**config.mk**
```make
export PLATFORM = sky130hd
export DESIGN_NAME = pdrc_ram
export DESIGN_NICKNAME = d
export VERILOG_FILES = /design/src/sv/pdrc_ram.sv
export SDC_FILE = /design/constraint.sdc
export NUM_CORES = 1
export LEC_CHECK = 0
export BUFFER_PORTS_ARGS = -buffer_cell sky130_fd_sc_hd__buf_2
export CORE_MARGIN = 2
export CORE_UTILIZATION = 35
export CTS_CLUSTER_DIAMETER = 100
export DETAILED_ROUTE_END_ITERATION = 6
export GPL_TIMING_DRIVEN = 0
export PLACE_DENSITY = 0.54
export SLEW_MARGIN = 20
export SYNTH_ARGS = -nofsm -noshare
export SYNTH_HDL_FRONTEND = slang
export SYNTH_SLANG_ARGS = --single-unit
export TNS_END_PERCENT = 20
```
**constraint.sdc**
```tcl
create_clock -name clock -period 2.75 [get_ports clock]
set_clock_uncertainty 0.1 [all_clocks]
set_input_delay 0 -clock clock [delete_from_list [all_inputs] [get_ports clock]]
set_output_delay 0 -clock clock [all_outputs]
set_load 0.02 [all_outputs]
```
**src/sv/pdrc_ram.sv**
```systemverilog
`timescale 1ns / 1ps
// ----------------------------------------------------------------------------
// pdrc_ram
// Simple dual-port RAM: one write port, one registered read port.
// ----------------------------------------------------------------------------
module pdrc_ram #(
   parameter int WIDTH = 16,
   parameter int DEPTH = 32,
   localparam int AddrW = (DEPTH > 1) ? $clog2(DEPTH) : 1
) (
   input  logic             clock,
   input  logic             wr_en,
   input  logic [AddrW-1:0] wr_addr,
   input  logic [WIDTH-1:0] wr_data,
   input  logic             rd_en,
   input  logic [AddrW-1:0] rd_addr,
   output logic [WIDTH-1:0] rd_data
);

   logic [WIDTH-1:0] mem_ff [DEPTH];
   logic [WIDTH-1:0] rd_data_ff;

   always_ff @(posedge clock) begin
      if (wr_en) begin
         mem_ff[wr_addr] <= wr_data;
      end
      if (rd_en) begin
         rd_data_ff <= mem_ff[rd_addr];
      end
   end

   assign rd_data = rd_data_ff;

endmodule

```
==> key figures <==
Outcome
  • Status: finished clean

Die
  • Starting Density: 0.353
  • Core area: 58700 um2
  • Die Y: 247 um
  • Site Rows: 89
  • Full die area: 61100 um2
  • Ports: 45
  • DIE WIDTH: 247 um

Synthesis
  • Synth area leader: edfxtp_1
  • Ys async rst share: 0
  • #FFs+latches synth: 528
  • Yosys top cell area share: 0.766
  • Mapped Nets: 1172
  • Post-Syn Instances: 1143
  • Unique masters post-synth: 25
  • Post-Synth XOR/XNOR Area: 0
  • Post-synth EDFFs: 528
  • Ys flop type: edfxtp_1
  • Compound-Gate Fraction of Synth Area: 0.0493
  • Ys Warns: 0
  • Simple-gate share of the synthesized area: 0.0346
  • Synth Area in Adders: 0
  • Mapped Avg Cell Area: 18.1 um2
  • Largest family of logic cells by synthesized area: multiplexers
  • Post-synthesis mux area share: 0.124
  • Sequential fraction of the synthesis area: 0.766
  • Largest cells by area after synthesis: edfxtp_1, mux2i_1, a22oi_1
  • Netlist Area Pre-Place: 20700 um2

Route
  • Via count: 10800
  • DRC: 0
  • DRT iter0 DRCs: 1002
  • DR WL/cell: 24.7 um
  • Post-DR vias/cell: 5.12
  • WL final: 51.9 mm
  • DRT antenna net count: 0
  • Drt pass-1 iters: 5

Timing
  • Final hold slack: 236 ps
  • # setup viols final: 0
  • Max_slew headroom: 0.365
  • Hold Fails Final Rpt: 0
  • Least-Margin Pin Slew: 953 ps
  • Fmax: 415 MHz
  • Fin Setup TNS: 0 ps
  • RSZ-0062 raised after global routing: false
  • Minimum clock period: 2410 ps
  • Final Max Tran Viols: 0
  • Fin crit share: 0.876

Critical path
  • CP delay by family, top: buffers and inverters
  • Slowest cell on crit path: dlygate4sd3_1
  • WP data required: 2990 ps
  • Setup crit end kind: flip-flop
  • Crit path DAT: 2650 ps
  • Crit Path Max Fanout: 10
  • CP bufs+invs: 4
  • Critical-path cell list: dlygate4sd3_1, buf_4, or2_1, buf_2, clkbuf_1, nor3_1, a31oi_1, nand3_1
  • Reg2reg path depth: 5
  • Crit start category: primary input
  • Crit path depth: 8
  • CP Class: in2reg
  • CP peak stage delay: 530 ps

Clock tree
  • Clock transition at path regs: 60 ps
  • Setup Fix Bufs, Post-CTS: 0
  • Root buf cell: clkbuf_16
  • Post-cts sizing count: 0
  • H-tree lvl count: 2
  • TritonCTS buffer count: 56
  • CTS Buffer Depth: 3
  • Clock sinks: 528
  • TritonCTS clock tree: done
  • Skew-Pair Late Insertion Delay: 630 ps

Hold path
  • Hold Crit Class: in2reg
  • Worst Hold Path Cells: 2

GRT
  • Maximum number of pins on one net before global-route repair: 33
  • Initial antenna violation count: 1
  • Vias in the first global route: 10800
  • Gr ovfl total: 0
  • Gr usage total: 0.171
  • First-pass GRT wire length: 73.7 mm

Power and ir drop
  • PwrDens: 731 nW/um2
  • Leak: 8.46 nW
  • VDD IR max: 508 uV

Cells and area
  • Post-layout util: 0.415
  • Ant. Diodes: 0
  • Synth-to-Final Area Change: 17.7%
  • Layout cell share with drive strength beyond 1: 0.174
  • Total Nets Final: 1315
  • Cell area after layout: 24400 um2
  • Fill cells: 5199
  • Post-Layout Cell Count: 2104

Placement
  • Placed cells: 1977
  • Gpl congestion: 0.912
  • Placed inst area: 22200 um2
  • Buffers on Ports: 41
  • DP Wirelength: 33.3 mm

Job
  • # Max-Cap Violations: 0
where the power goes:
part	switching, W	internal, W
logic	0.000697	0.000333
registers	0.0000246	0.00898
clock network	0.00311	0.00466
worst reg2reg max path: stages (launching register included):
cell      delay (ps)
edfxtp_1         360
mux2i_1          180
a22o_1           180
nor3_1           110
a31oi_1          530
nand3_1          190
state kept, by name, summed over array words and instances (netlist names):
name and count:
rd_data 16, mem_ff 512
path summary, 6_finish.rpt:
| path | to | start | slack (ps) |
|---|---|---|---|
| min reg2reg | rd_data[8] | mem_ff[10][8] | 630 |
| max reg2reg | rd_data[6] | mem_ff[3][6] | 830 |
| min | rd_data[5] | rd_en | 240 |
| max | rd_data[6] | rd_addr[4] | 340 |
cell type report:
cell class | count | area [um2] | share of cell area
sequential | 528 | 15900 | 0.651
buffer | 67 | 541 | 0.0222
tap | 773 | 967 | 0.0397
clock inverter | 41 | 478 | 0.0196
clock buffer | 62 | 1420 | 0.0584
timing repair buffer | 85 | 716 | 0.0294
multi-input combinational | 548 | 4380 | 0.180
placed cells by master, fill, tap and decap left out, types with 32 or more instances in the layout:
cell type | netlist | routed
edfxtp_1 | 528 | 528
mux2i_1 | 256 | 256
a22oi_1 | 64 | 64
buf_2 | 19 | 60
clkbuf_16 | 0 | 56
nand3_1 | 34 | 34
nand2_1 | 33 | 33
a21oi_1 | 32 | 32
a22o_1 | 32 | 32
nor2_2 | 0 | 32
cells by family after synthesis:
family / Yosys count
AO/OA/AOI/OAI: 144
AND/OR/NAND/NOR: 148
flip-flops: 528
multiplexers: 256
buffers and inverters: 67
layer usage:
metal / track usage / share of wire / up-vias
li1: - / - / 4876
met1: 0.232 / 0.44 / 5459
met2: 0.274 / 0.47 / 345
met3: 0.0397 / 0.069 / 80
met4: 0.0498 / 0.024 / 2
met5: 0 / 0.00023 / -
synthesized netlist by cell type (all sizes together) (12+ instances only):
master and instances:
a21oi 32, nand4 16, edfxtp 528, buf 55, a22oi 64, a31oi 16
a22o 32, nand2 33, nor2 34, nand3 34, nor3 16, mux2i 256
clkbuf 12
metrics by stage:
| stage | setup slack [ps] | total power [W] |
|---|---|---|
| 4_1_cts | 569 | 0.0180 |
| 2_1_floorplan | 910 | 0.00971 |
| 5_1_grt | 325 | 0.0184 |
| 6_report | 341 | 0.0178 |
| 3_5_place_dp | 424 | 0.0102 |
| 3_3_place_gp | -33.0 | 0.0102 |
what timing repair did:
| action | CTS | global route |
|---|---|---|
| hold buffers | 24 | 0 |
| endpoints found under the hold margin | 533 | 0 |
| endpoints found under the setup margin | 0 | 0 |
(Power assumes the default switching activity.)
